File: config.mk
export PLATFORM = sky130hd
export DESIGN_NAME = grid_chase_depth_limited_search_top
export DESIGN_NICKNAME = d
export VERILOG_FILES = /design/src/rtl/gcs_pkg.sv /design/src/rtl/gcs_seq.sv /design/src/rtl/grid_chase_depth_limited_search_top.sv
export SDC_FILE = /design/constraint.sdc
export NUM_CORES = 1
export LEC_CHECK = 0
export BUFFER_PORTS_ARGS = -buffer_cell sky130_fd_sc_hd__buf_2
export CORE_ASPECT_RATIO = 0.5
export CORE_MARGIN = 8
export CORE_UTILIZATION = 49
export DETAILED_ROUTE_END_ITERATION = 8
export GPL_ROUTABILITY_DRIVEN = 0
export SLEW_MARGIN = 40
export SYNTH_ARGS = -nofsm -noshare
export SYNTH_HDL_FRONTEND = slang
export SYNTH_SLANG_ARGS = --single-unit
File: constraint.sdc
create_clock -name clk -period 11.1 [get_ports clk]
set_clock_uncertainty 0.1 [all_clocks]
set_input_delay 1.11 -clock clk [delete_from_list [all_inputs] [get_ports clk]]
set_output_delay 1.11 -clock clk [all_outputs]
set_load 0.05 [all_outputs]
File: src/rtl/gcs_pkg.sv
// Shared types, constants and the microcode program for the grid chase search block.
// No dependencies; imported by gcs_seq and grid_chase_depth_limited_search_top.
package gcs_pkg;

  localparam int GCS_GRID_COLS = 32;
  localparam int GCS_GRID_ROWS = 32;
  localparam int GCS_MAX_DEPTH = 16;

  localparam logic [4:0] SEARCH_DEPTH_RST = 5'd10;

  typedef enum logic {
    CMD_LOAD   = 1'b0,
    CMD_SEARCH = 1'b1
  } cmd_t;

  typedef struct packed {
    cmd_t        cmd;
    logic [4:0]  row_index;
    logic [31:0] row_bits;
    logic [4:0]  chaser_x;
    logic [4:0]  chaser_y;
    logic [4:0]  target_x;
    logic [4:0]  target_y;
  } in_item_t;

  typedef struct packed {
    logic [4:0] next_x;
    logic [4:0] next_y;
    logic       found;
  } out_item_t;

  typedef enum logic [1:0] {
    DIR_EAST  = 2'd0,
    DIR_WEST  = 2'd1,
    DIR_SOUTH = 2'd2,
    DIR_NORTH = 2'd3
  } dir_t;

  // One walk-stack entry: the cell before a level and the direction that level left by.
  typedef struct packed {
    logic [4:0] x;
    logic [4:0] y;
    dir_t       d;
  } stk_entry_t;

  typedef enum logic [2:0] {
    STEP_WAIT   = 3'd0,
    STEP_INIT   = 3'd1,
    STEP_PROBE  = 3'd2,
    STEP_CHECK  = 3'd3,
    STEP_HIT    = 3'd4,
    STEP_POP_RD = 3'd5,
    STEP_POP_WB = 3'd6,
    STEP_MISS   = 3'd7
  } upc_t;

  typedef enum logic [2:0] {
    ACT_ACCEPT    = 3'd0,
    ACT_INIT      = 3'd1,
    ACT_PROBE     = 3'd2,
    ACT_CHECK     = 3'd3,
    ACT_EMIT_HIT  = 3'd4,
    ACT_POP_RD    = 3'd5,
    ACT_POP_WB    = 3'd6,
    ACT_EMIT_MISS = 3'd7
  } act_t;

  typedef enum logic [2:0] {
    COND_NEVER     = 3'd0,
    COND_ALWAYS    = 3'd1,
    COND_IDLE_STAY = 3'd2,
    COND_D_DONE    = 3'd3,
    COND_NOT_HIT   = 3'd4,
    COND_L_ZERO    = 3'd5
  } cond_t;

  typedef struct packed {
    act_t  act;
    cond_t cond;
    upc_t  target;
  } ctrl_word_t;

  typedef struct packed {
    logic idle_stay;
    logic d_done;
    logic hit;
    logic l_zero;
  } seq_flags_t;

  // The search program. A taken condition jumps to target, otherwise the next step follows.
  function automatic ctrl_word_t ucode_rom(upc_t pc);
    ctrl_word_t w;
    unique case (pc)
      STEP_WAIT:   w = '{act: ACT_ACCEPT,    cond: COND_IDLE_STAY, target: STEP_WAIT};
      STEP_INIT:   w = '{act: ACT_INIT,      cond: COND_NEVER,     target: STEP_WAIT};
      STEP_PROBE:  w = '{act: ACT_PROBE,     cond: COND_D_DONE,    target: STEP_POP_RD};
      STEP_CHECK:  w = '{act: ACT_CHECK,     cond: COND_NOT_HIT,   target: STEP_PROBE};
      STEP_HIT:    w = '{act: ACT_EMIT_HIT,  cond: COND_ALWAYS,    target: STEP_WAIT};
      STEP_POP_RD: w = '{act: ACT_POP_RD,    cond: COND_L_ZERO,    target: STEP_MISS};
      STEP_POP_WB: w = '{act: ACT_POP_WB,    cond: COND_ALWAYS,    target: STEP_PROBE};
      STEP_MISS:   w = '{act: ACT_EMIT_MISS, cond: COND_ALWAYS,    target: STEP_WAIT};
      default:     w = '{act: ACT_ACCEPT,    cond: COND_ALWAYS,    target: STEP_WAIT};
    endcase
    return w;
  endfunction

endpackage

File: src/rtl/gcs_seq.sv
// Microcode sequencer: step counter, program table lookup and conditional jumps.
// Depends on gcs_pkg for the control word, the flags and the program.
module gcs_seq (
  input  logic                clk,
  input  logic                rst_n,
  input  gcs_pkg::seq_flags_t flags,
  output gcs_pkg::ctrl_word_t ctrl,
  output logic                busy
);
  import gcs_pkg::*;

  upc_t pc_r;
  upc_t pc_nxt;
  logic taken;

  assign ctrl = ucode_rom(pc_r);
  assign busy = (pc_r != STEP_WAIT);

  always_comb begin
    unique case (ctrl.cond)
      COND_NEVER:     taken = 1'b0;
      COND_ALWAYS:    taken = 1'b1;
      COND_IDLE_STAY: taken = flags.idle_stay;
      COND_D_DONE:    taken = flags.d_done;
      COND_NOT_HIT:   taken = !flags.hit;
      COND_L_ZERO:    taken = flags.l_zero;
      default:        taken = 1'b1;
    endcase
    pc_nxt = taken ? ctrl.target : upc_t'(pc_r + 3'd1);
  end

  always_ff @(posedge clk) begin
    if (!rst_n) begin
      pc_r <= STEP_WAIT;
    end else begin
      pc_r <= pc_nxt;
    end
  end

endmodule

File: src/rtl/grid_chase_depth_limited_search_top.sv
// Top level of the grid chase search block: wall map, walk stack and search datapath.
// Depends on gcs_pkg and instantiates the microcode sequencer gcs_seq.
//
// Usage. An item is taken at a rising edge where start is high and busy is low.
// A load item (cmd = load) writes one 32-bit wall row into the map and marks that
// row as loaded; it finishes in the accepting cycle, busy stays low and no result
// follows. A search item starts a depth-first walk from the chaser cell, trying
// east, west, south and north in that order, never stepping straight back, and
// cutting off any walk that can no longer reach the target within the depth.
// Its single result shows on out_item for exactly one cycle, marked by out_valid;
// the receiver cannot stall it, so it must take the result in that cycle.
//
// A search sets up in an accept step and an init step, then checks each neighbor in
// a probe step, which reads the wall row memory, and a check step, which decides. A
// level that has run out of directions is found in a probe step and returns to the
// level above through a stack read step and a write-back step; an emit step then
// issues the result. The walk stack and the wall memory each give one access per
// cycle, and that sets the pace. busy is high throughout the search.
//
// Reset clears the loaded flags (all rows read as walls), the sequencer and the
// result strobe, and sets search_depth to 10. cfg_we writes search_depth; the user
// must assert it only while idle, as the block itself does not enforce it.
module grid_chase_depth_limited_search_top #(
  parameter int MAX_DEPTH = gcs_pkg::GCS_MAX_DEPTH
) (
  input  logic               clk,
  input  logic               rst_n,
  input  logic               start,
  output logic               busy,
  input  gcs_pkg::in_item_t  in_item,
  output logic               out_valid,
  output gcs_pkg::out_item_t out_item,
  input  logic               cfg_we,
  input  logic [4:0]         cfg_wdata
);
  import gcs_pkg::*;

  // Level counter and stack index both cover 0..MAX_DEPTH.
  localparam int LVL_W     = $clog2(MAX_DEPTH + 1);
  localparam int STK_DEPTH = MAX_DEPTH + 1;

  ctrl_word_t ctrl;
  seq_flags_t flags;

  gcs_seq u_seq (
    .clk   (clk),
    .rst_n (rst_n),
    .flags (flags),
    .ctrl  (ctrl),
    .busy  (busy)
  );

  // Configuration and map state.
  logic [4:0]  search_depth_r;
  logic [31:0] loaded_r;
  logic [31:0] wall_mem [32];
  logic [31:0] row_rd_r;

  // Search state.
  logic [4:0]       goal_x_r, goal_y_r;
  logic [4:0]       cur_x_r, cur_y_r;
  logic [4:0]       prev_x_r, prev_y_r;
  logic [4:0]       first_x_r, first_y_r;
  logic [4:0]       nb_x_r, nb_y_r;
  logic             nb_off_r;
  logic [2:0]       d_r;
  logic [LVL_W-1:0] lvl_r;
  logic [LVL_W-1:0] limit_r;
  stk_entry_t       stk_mem [STK_DEPTH];
  stk_entry_t       stk_rd_r;

  logic      out_valid_r;
  out_item_t out_item_r;

  logic accept;
  assign accept = start && !busy;

  // Neighbor of the current cell in the current direction. Off-grid cells land on 32 or
  // above in the six-bit sums (a step below zero wraps) and fail the bound compare.
  logic [5:0] nx6, ny6;
  logic       n_off;
  always_comb begin
    nx6 = {1'b0, cur_x_r};
    ny6 = {1'b0, cur_y_r};
    case (dir_t'(d_r[1:0]))
      DIR_EAST:  nx6 = {1'b0, cur_x_r} + 6'd1;
      DIR_WEST:  nx6 = {1'b0, cur_x_r} - 6'd1;
      DIR_SOUTH: ny6 = {1'b0, cur_y_r} + 6'd1;
      DIR_NORTH: ny6 = {1'b0, cur_y_r} - 6'd1;
      default:   nx6 = {1'b0, cur_x_r};
    endcase
    n_off = (nx6 >= 6'(GCS_GRID_COLS)) || (ny6 >= 6'(GCS_GRID_ROWS));
  end

  // Decision on the registered neighbor, with its wall row now read.
  logic             is_wall, reverse, blocked, at_goal, hit, deeper, descend;
  logic [4:0]       dx, dy;
  logic [5:0]       goal_gap;
  logic [LVL_W-1:0] lvl_p1, remain;
  always_comb begin
    is_wall  = nb_off_r || !loaded_r[nb_y_r] || row_rd_r[5'd31 - nb_x_r];
    reverse  = (lvl_r != '0) && (nb_x_r == prev_x_r) && (nb_y_r == prev_y_r);
    blocked  = is_wall || reverse;
    at_goal  = (nb_x_r == goal_x_r) && (nb_y_r == goal_y_r);
    hit      = !blocked && at_goal;
    dx       = (nb_x_r >= goal_x_r) ? (nb_x_r - goal_x_r) : (goal_x_r - nb_x_r);
    dy       = (nb_y_r >= goal_y_r) ? (nb_y_r - goal_y_r) : (goal_y_r - nb_y_r);
    goal_gap = {1'b0, dx} + {1'b0, dy};
    lvl_p1   = lvl_r + LVL_W'(1);
    deeper   = lvl_p1 < limit_r;
    remain   = limit_r - lvl_p1;
    descend  = !blocked && !at_goal && deeper && (goal_gap <= 6'(remain));
  end

  assign flags.idle_stay = !(start && (in_item.cmd == CMD_SEARCH));
  assign flags.d_done    = d_r[2];
  assign flags.hit       = hit;
  assign flags.l_zero    = (lvl_r == '0);

  // Wall row memory: written by load items; the probe step's read feeds the check.
  always_ff @(posedge clk) begin
    if (ctrl.act == ACT_ACCEPT && accept && in_item.cmd == CMD_LOAD) begin
      wall_mem[in_item.row_index] <= in_item.row_bits;
    end
    row_rd_r <= wall_mem[ny6[4:0]];
  end

  // Walk stack memory: pushed on each descent, read back when a level is done.
  always_ff @(posedge clk) begin
    if (ctrl.act == ACT_CHECK && descend) begin
      stk_mem[lvl_r] <= '{x: prev_x_r, y: prev_y_r, d: dir_t'(d_r[1:0])};
    end
    if (ctrl.act == ACT_POP_RD && lvl_r != '0) begin
      stk_rd_r <= stk_mem[lvl_r - LVL_W'(1)];
    end
  end

  // Control state with reset.
  always_ff @(posedge clk) begin
    if (!rst_n) begin
      search_depth_r <= SEARCH_DEPTH_RST;
      loaded_r       <= '0;
      out_valid_r    <= 1'b0;
    end else begin
      if (cfg_we) begin
        search_depth_r <= cfg_wdata;
      end
      if (ctrl.act == ACT_ACCEPT && accept && in_item.cmd == CMD_LOAD) begin
        loaded_r[in_item.row_index] <= 1'b1;
      end
      out_valid_r <= (ctrl.act == ACT_EMIT_HIT) || (ctrl.act == ACT_EMIT_MISS);
    end
  end

  // Search datapath driven by the current control word.
  always_ff @(posedge clk) begin
    case (ctrl.act)
      ACT_ACCEPT: begin
        if (accept) begin
          cur_x_r  <= in_item.chaser_x;
          cur_y_r  <= in_item.chaser_y;
          goal_x_r <= in_item.target_x;
          goal_y_r <= in_item.target_y;
        end
      end
      ACT_INIT: begin
        lvl_r <= '0;
        d_r   <= 3'd0;
        // A depth of zero acts as one; a depth beyond the stack acts as its limit.
        if (search_depth_r == 5'd0) begin
          limit_r <= LVL_W'(1);
        end else if (search_depth_r > 5'(MAX_DEPTH)) begin
          limit_r <= LVL_W'(MAX_DEPTH);
        end else begin
          limit_r <= search_depth_r[LVL_W-1:0];
        end
      end
      ACT_PROBE: begin
        nb_x_r   <= nx6[4:0];
        nb_y_r   <= ny6[4:0];
        nb_off_r <= n_off;
      end
      ACT_CHECK: begin
        // At the top level every open neighbor is a candidate first step.
        if (!blocked && lvl_r == '0) begin
          first_x_r <= nb_x_r;
          first_y_r <= nb_y_r;
        end
        if (descend) begin
          prev_x_r <= cur_x_r;
          prev_y_r <= cur_y_r;
          cur_x_r  <= nb_x_r;
          cur_y_r  <= nb_y_r;
          d_r      <= 3'd0;
          lvl_r    <= lvl_p1;
        end else if (!hit) begin
          d_r <= d_r + 3'd1;
        end
      end
      ACT_EMIT_HIT: begin
        out_item_r <= '{next_x: first_x_r, next_y: first_y_r, found: 1'b1};
      end
      ACT_POP_RD: begin
      end
      ACT_POP_WB: begin
        cur_x_r  <= prev_x_r;
        cur_y_r  <= prev_y_r;
        prev_x_r <= stk_rd_r.x;
        prev_y_r <= stk_rd_r.y;
        d_r      <= {1'b0, stk_rd_r.d} + 3'd1;
        lvl_r    <= lvl_r - LVL_W'(1);
      end
      ACT_EMIT_MISS: begin
        // Back at the top level, the current cell is the chaser itself.
        out_item_r <= '{next_x: cur_x_r, next_y: cur_y_r, found: 1'b0};
      end
      default: begin
      end
    endcase
  end

  assign out_valid = out_valid_r;
  assign out_item  = out_item_r;

endmodule
# Word level (Yosys, flattened, before mapping)
# Memory sizes are Yosys's and may differ from the RTL's. A register that Yosys moved wholly into a read port is not among the register bits.
# Index checks and enable logic that the tools add are counted.
dict set report word_totals {
  rom_bits 72
  reg_bits 116
  mem_count 3
  elab_cells 153
  out_inout_bits 13
  latch_bits 0
  mem_bits_rw 1228
}
# memory words width read_ports rd_ports_with_merged_regs write_ports line_no
set memory_table {}
lappend memory_table {wall_mem 32 32 1 1 1 grid_chase_depth_limited_search_top.sv:56} ;# logic [31:0] wall_mem [32];
lappend memory_table {stk_mem 17 12 1 1 1 grid_chase_depth_limited_search_top.sv:69} ;# stk_entry_t stk_mem [STK_DEPTH];
lappend memory_table {{(no name shown)} 8 9 1 1 0 gcs_pkg.sv:93} ;# unique case (pc)
dict set report op_classes {
  eq_ne 21
  n_reduce_logical 44
  shift 0
  n_addsub 16
  div 0
  bitwise_logic 2
  multipliers 0
  magnitude_cmp 11
  n_mux 34
}
# op count
set op_table {}
lappend op_table {{5-bit 2-to-1 mux} 10}
lappend op_table {{5-bit case mux with 3 select lines} 3}
lappend op_table {{32-bit bitwise OR} 1}
lappend op_table {{5-bit subtractor} 5}
lappend op_table {{6-bit case mux with 2 select lines} 2}
lappend op_table {{11-bit case mux with 2 select lines} 1}
lappend op_table {{5-bit == test} 4}
lappend op_table {{5-bit case mux with 2 select lines} 2}
lappend op_table {{3-bit == test (second input constant)} 6}
lappend op_table {{5-bit by 6-bit less-than comparator with 1-bit output (second input constant)} 3}
lappend op_table {{1-bit logical AND} 15}
lappend op_table {{5-bit by 1-bit adder with 6-bit output (second input constant)} 2}
lappend op_table {{3-bit by 2-bit == test with 1-bit output (second input constant)} 4}
lappend op_table {{6-bit greater-or-equal comparator (second input constant)} 2}
lappend op_table {{3-bit 2-to-1 mux} 4}
lappend op_table {{5-bit by 1-bit subtractor with 6-bit output (second input constant)} 2}
lappend op_table {{1-bit binary-select mux with 5-bit select} 2}
lappend op_table {{5-bit greater-or-equal comparator} 2}
lappend op_table {{5-bit zero test} 2}
lappend op_table {{2-bit AND reduction} 5}
lappend op_table {{3-bit case mux with 3 select lines} 1}
lappend op_table {{3-bit nonzero test} 3}
lappend op_table {{1-bit 2-to-1 mux} 7}
lappend op_table {{3-bit by 1-bit adder with 3-bit output (second input constant)} 2}
lappend op_table {{other kinds (25)} 38}

# Longest topological paths before layout
dict set report depth {
  word_depth 13
  mapped_depth 24
}

# Cells and area by module
# A second synthesis with hierarchy kept.
dict set report hier_totals {
  hier_cells 3687
  area_unflattened_um2 55958.7
}
# module area_each_um2 cells_each n_inst seq_area_each_um2
set modules_own_cells {}
lappend modules_own_cells {grid_chase_depth_limited_search_top 55435.7 3638 1 40889.2}
lappend modules_own_cells {gcs_seq 523.0 49 1 220.2}

# Worst setup path before layout
# No wires, ideal clock.
dict set report synth_path {
  path_type {flip-flop to flip-flop}
  startpoint {reg nb_x_r[0]}
  endpoint {mem stk_mem[0][0] (netlist bit), enable pin}
  synth_period_minus_slack_ns 5.490
  t_arrival_ns 5.008
  required_ns 10.618
  path_stages_with_launch 24
  path_buffers 5
  setup_slack_ns 5.610
  cell_sequence {edfxtp_1 > buf_2 > buf_2 > inv_1 > ha_1 > nor2b_1 > o21ai_0 > a31oi_1 > o21ai_0 > nand2b_1 > clkbuf_1 > mux2_2 > fa_1 > ha_1 > nor2b_1 > o21a_1 > o21a_1 > o21a_1 > o22ai_1 > nor3b_1 > and3_1 > clkbuf_1 > buf_2 > nor2b_1}
}
dict set report synth_between {
  elab_chain_cells 12
  elab_cells_between_ends 24
}
# element line_no
set synth_lines {}
lappend synth_lines {{start: declaration} grid_chase_depth_limited_search_top.sv:64} ;# logic [4:0] nb_x_r, nb_y_r;
lappend synth_lines {{start signal: assignment} grid_chase_depth_limited_search_top.sv:179} ;# nb_x_r <= nx6[4:0];
lappend synth_lines {{parallel branches: the longest is 8 deep, another holds 5-bit by 5-bit adder with 6-bit output} --}
lappend synth_lines {{1-bit logical AND *} grid_chase_depth_limited_search_top.sv:112} ;# descend = !blocked && !at_goal && deeper && (goal_gap <= 6'(remain));
lappend synth_lines {{1-bit logical AND *} grid_chase_depth_limited_search_top.sv:130} ;# if (ctrl.act == ACT_CHECK && descend) begin
lappend synth_lines {{1-bit 2-to-1 mux *} grid_chase_depth_limited_search_top.sv:130}
lappend synth_lines {{1-bit 2-to-1 mux (implied by the code) *} grid_chase_depth_limited_search_top.sv:131} ;# stk_mem[lvl_r] <= '{x: prev_x_r, y: prev_y_r, d: dir_t'(d_r[1:0])};
lappend synth_lines {{end: declaration} grid_chase_depth_limited_search_top.sv:69}
# Every way passes the cells marked *. The select of a mux whose other input is x is not followed.

# Worst setup path after layout
dict set report layout_path {
  startpoint {reg nb_y_r[1]}
  endpoint {mem stk_mem[7][9] (netlist bit), enable pin}
}
dict set report layout_between {
  elab_chain_cells 13
  elab_cells_between_ends 24
}
# element line_no
set layout_lines {}
lappend layout_lines {{start: declaration} grid_chase_depth_limited_search_top.sv:64}
lappend layout_lines {{start signal: assignment} grid_chase_depth_limited_search_top.sv:180} ;# nb_y_r <= ny6[4:0];
lappend layout_lines {{parallel branches: the longest is 9 deep, another holds 5-bit by 5-bit adder with 6-bit output} --}
lappend layout_lines {{1-bit logical AND *} grid_chase_depth_limited_search_top.sv:112}
lappend layout_lines {{1-bit logical AND *} grid_chase_depth_limited_search_top.sv:130}
lappend layout_lines {{1-bit 2-to-1 mux *} grid_chase_depth_limited_search_top.sv:130}
lappend layout_lines {{1-bit 2-to-1 mux (implied by the code) *} grid_chase_depth_limited_search_top.sv:131}
# Marked as above.

==> reports/results.txt <==
Initial Utilization: 49.2%
Setup TNS: 0 ns
area delta synth->final: 11.2%
global-route usage over all layers: 23.3%
HPWL after detailed placement: 79000 um
worst endpoint required time: 11.35 ns
DR vias/cell: 6.00
Hold Crit Depth: 1
root cell of the clock tree: clkbuf_16
share of the synthesized area in the top cell type: 70.0%
pre-CTS setup slack: 4.74 ns
mapped cell area: 56400 um2
Ports: 80
Fmax: 0.160 GHz
initial antenna violation count: 10
Pins Over Slew Limit: 0
CP startpoint kind: flip-flop
post-layout min period: 6.26 ns
footprint of the multi-input gates: 14500 um2
Post-synth EDFFs: 1315
setup violators final: 0
max_slew headroom: 39.0%
register area share after synthesis: 72.8%
asr flop ratio synth: 0%
Initial DRC Count: 3912
Gate Count Post-Synth: 4075
Slowest-stage cell, CP: edfxtp_1
fillers: 9114
top cells by area, synth: edfxtp_1 (70%), nand2_1 (7.3%), a311oi_1 (3.0%)
IO buf count: 79
#FFs+latches synth: 1396
Final WS setup: 4.84 ns
Post-CTS Setup Repair Bufs: 0
dpl cells: 5495
fraction of layout cells with a size suffix above 1: 11.5%
WS Path Type: flip-flop to flip-flop
R2R depth: 18
leading area contributor after synthesis: edfxtp_1
number of synthesis warnings: 0
Top FF cell, synth: edfxtp_1
Peak VDD IR: 0.000231 V
pin count of the biggest net entering global routing: 169
RSZ-0062 raised after global routing: no
DRC viols: 0
Setup crit end kind: flip-flop
Net Sw Frac: 33.8%
Die Ht: 256 um
drt first pass iters: 6
Clock Power Share: 28.7%
num rows: 88
final antenna-violating net count: 0
crit-path leading delay family: simple AND/OR/NAND/NOR gates
crit path max fanout: 18
CP cell instances: ha_1, nor2b_1, o21ai_0, a21boi_0, o21ai_0, nand2_1, mux2_2, ha_1, a21o_1, a21oi_1, xnor2_1, ha_1, o21a_1, o21a_1, o22ai_1, nor3b_1, and3_1, and3_1
nets: 4221
Worst R2R Start: nb_y_r[1]
Slew @ Worst Pin: 0.915 ns
Num CTS Buffers: 119
worst reg2reg endpoint: stk_mem[7][9]
setup slack, reg-to-reg: 4.84 ns
synth unique cells: 64
H-tree lvl count: 3
status: completed
most instantiated library cell after synthesis: edfxtp_1
first-pass GRT wire length: 221000 um
number of diodes: 0
cts repair resizes: 0
Tcrit/Tclk final: 56.4%
maxcap violations: 0
Hold Crit Class: flip-flop to flip-flop
Internal Pwr Total: 0.00981 W
Sw Pwr: 0.00501 W
final std cells w/o fill: 5724
post-DR wirelength/cell: 26.5 um
TritonCTS clock tree: done
Reg area: 41100 um2
Mapped Nets: 4207
Die Area: 127000 um2
register share of total power: 40.7%
CP most frequent cell: ha_1
via count: 34400
clk slew on worst S/H paths: 0.06 ns
WL final: 152000 um
synth cell count leaders: edfxtp_1 (1315), nand2_1 (1104), nand3_1 (269)
worst skew pair latency: 0.76 ns
vias in the first global route: 32500
total grt overflow: 0
HP Start: loaded_r[4]
CTS sink count: 1396
CP Depth: 18
final hold violations: 0
hold_buf cts: 0
max incr delay on CP: 0.78 ns
core region area: 115000 um2
crit path DAT: 6.51 ns
Worst Hold Endpoint: loaded_r[4]
Mean Syn Cell Area: 13.9 um2
CTS Buffer Depth: 3
Comb power frac: 30.6%
LEAKAGE: 21.8 nW
Buf+Inv Stages, Crit Path: 0
power density over cell area: 236 nW/um2
width of the die: 496 um
[metal layers]
metal  track usage (%)  part of all wire, %
met1              34.3                   44
met2              35.8                   46
met3              4.13                  7.7
met4              6.29                  2.7
met5                 0                    0
[flip-flops by register name (all words and copies together) (netlist names), 8 cells and up]
signal / cells
out_item: 11
stk_rd_r: 12
loaded_r: 32
u_seq.ctrl: 8
row_rd_r: 32
stk_mem: 204
wall_mem: 1024
[worst max path at each step]
stage | startpoint | endpoint | slack, ns
6_report | nb_y_r[1] | stk_mem[7][9] | 4.84
5_1_grt | nb_y_r[1] | stk_mem[7][6] | 4.43
4_1_cts | nb_y_r[1] | stk_mem[0][7] | 4.69
3_5_place_dp | nb_y_r[1] | stk_mem[0][8] | 4.74
3_3_place_gp | nb_y_r[1] | stk_mem[0][6] | 5.01
2_1_floorplan | nb_x_r[0] | stk_mem[0][0] | 5.61
[power groups by stage]
stage                     sequential, W  clock [W]  combinational, W
after floorplan                 0.00609          0           0.00318
after global placement          0.00614          0           0.00443
after detailed placement        0.00614          0           0.00449
after CTS                       0.00603    0.00431           0.00451
after global routing            0.00604    0.00451           0.00497
final                           0.00603    0.00425           0.00454
[final cells by class]
cell class	instances	area share, %
Sequential cell	1396	65.5
Multi-Input combinational cell	2361	23.0
Clock buffer	153	5.09
Tap cell	1530	3.05
Timing Repair Buffer	152	1.81
Clock inverter	73	1.17
Inverter	59	0.377
[cells by family after synthesis]
logic type | synth area share [%]
compound gates | 6.35
xor+xnor | 0.572
fa+ha+maj | 1.55
buf+inv | 2.20
flops | 72.8
mux | 3.88
simple gates | 12.6
[cells in the final DEF, fill, tap and decap left out, types with 49 or more instances in the layout]
master and count:
ha_1 56, buf_4 51, a21oi_1 49, clkbuf_16 121, nand2_1 1104, a31oi_1 72
a311oi_1 192, and3_1 146, inv_1 57, mux4_2 63, edfxtp_1 1315, buf_2 80
nand3_1 269, dfxtp_1 81
[stage by stage]
stage	total power, W	instance area, um2	hold WS, ns	utilization [%]
floorplan	0.00927	56400	0.332	-
global placement	0.0106	58600	0.341	51.1
detailed placement	0.0106	58800	0.352	51.2
CTS	0.0149	62700	0.368	54.7
global route	0.0155	62800	0.384	54.7
finish	0.0148	62800	0.364	54.7
(Power assumes the default switching activity.)
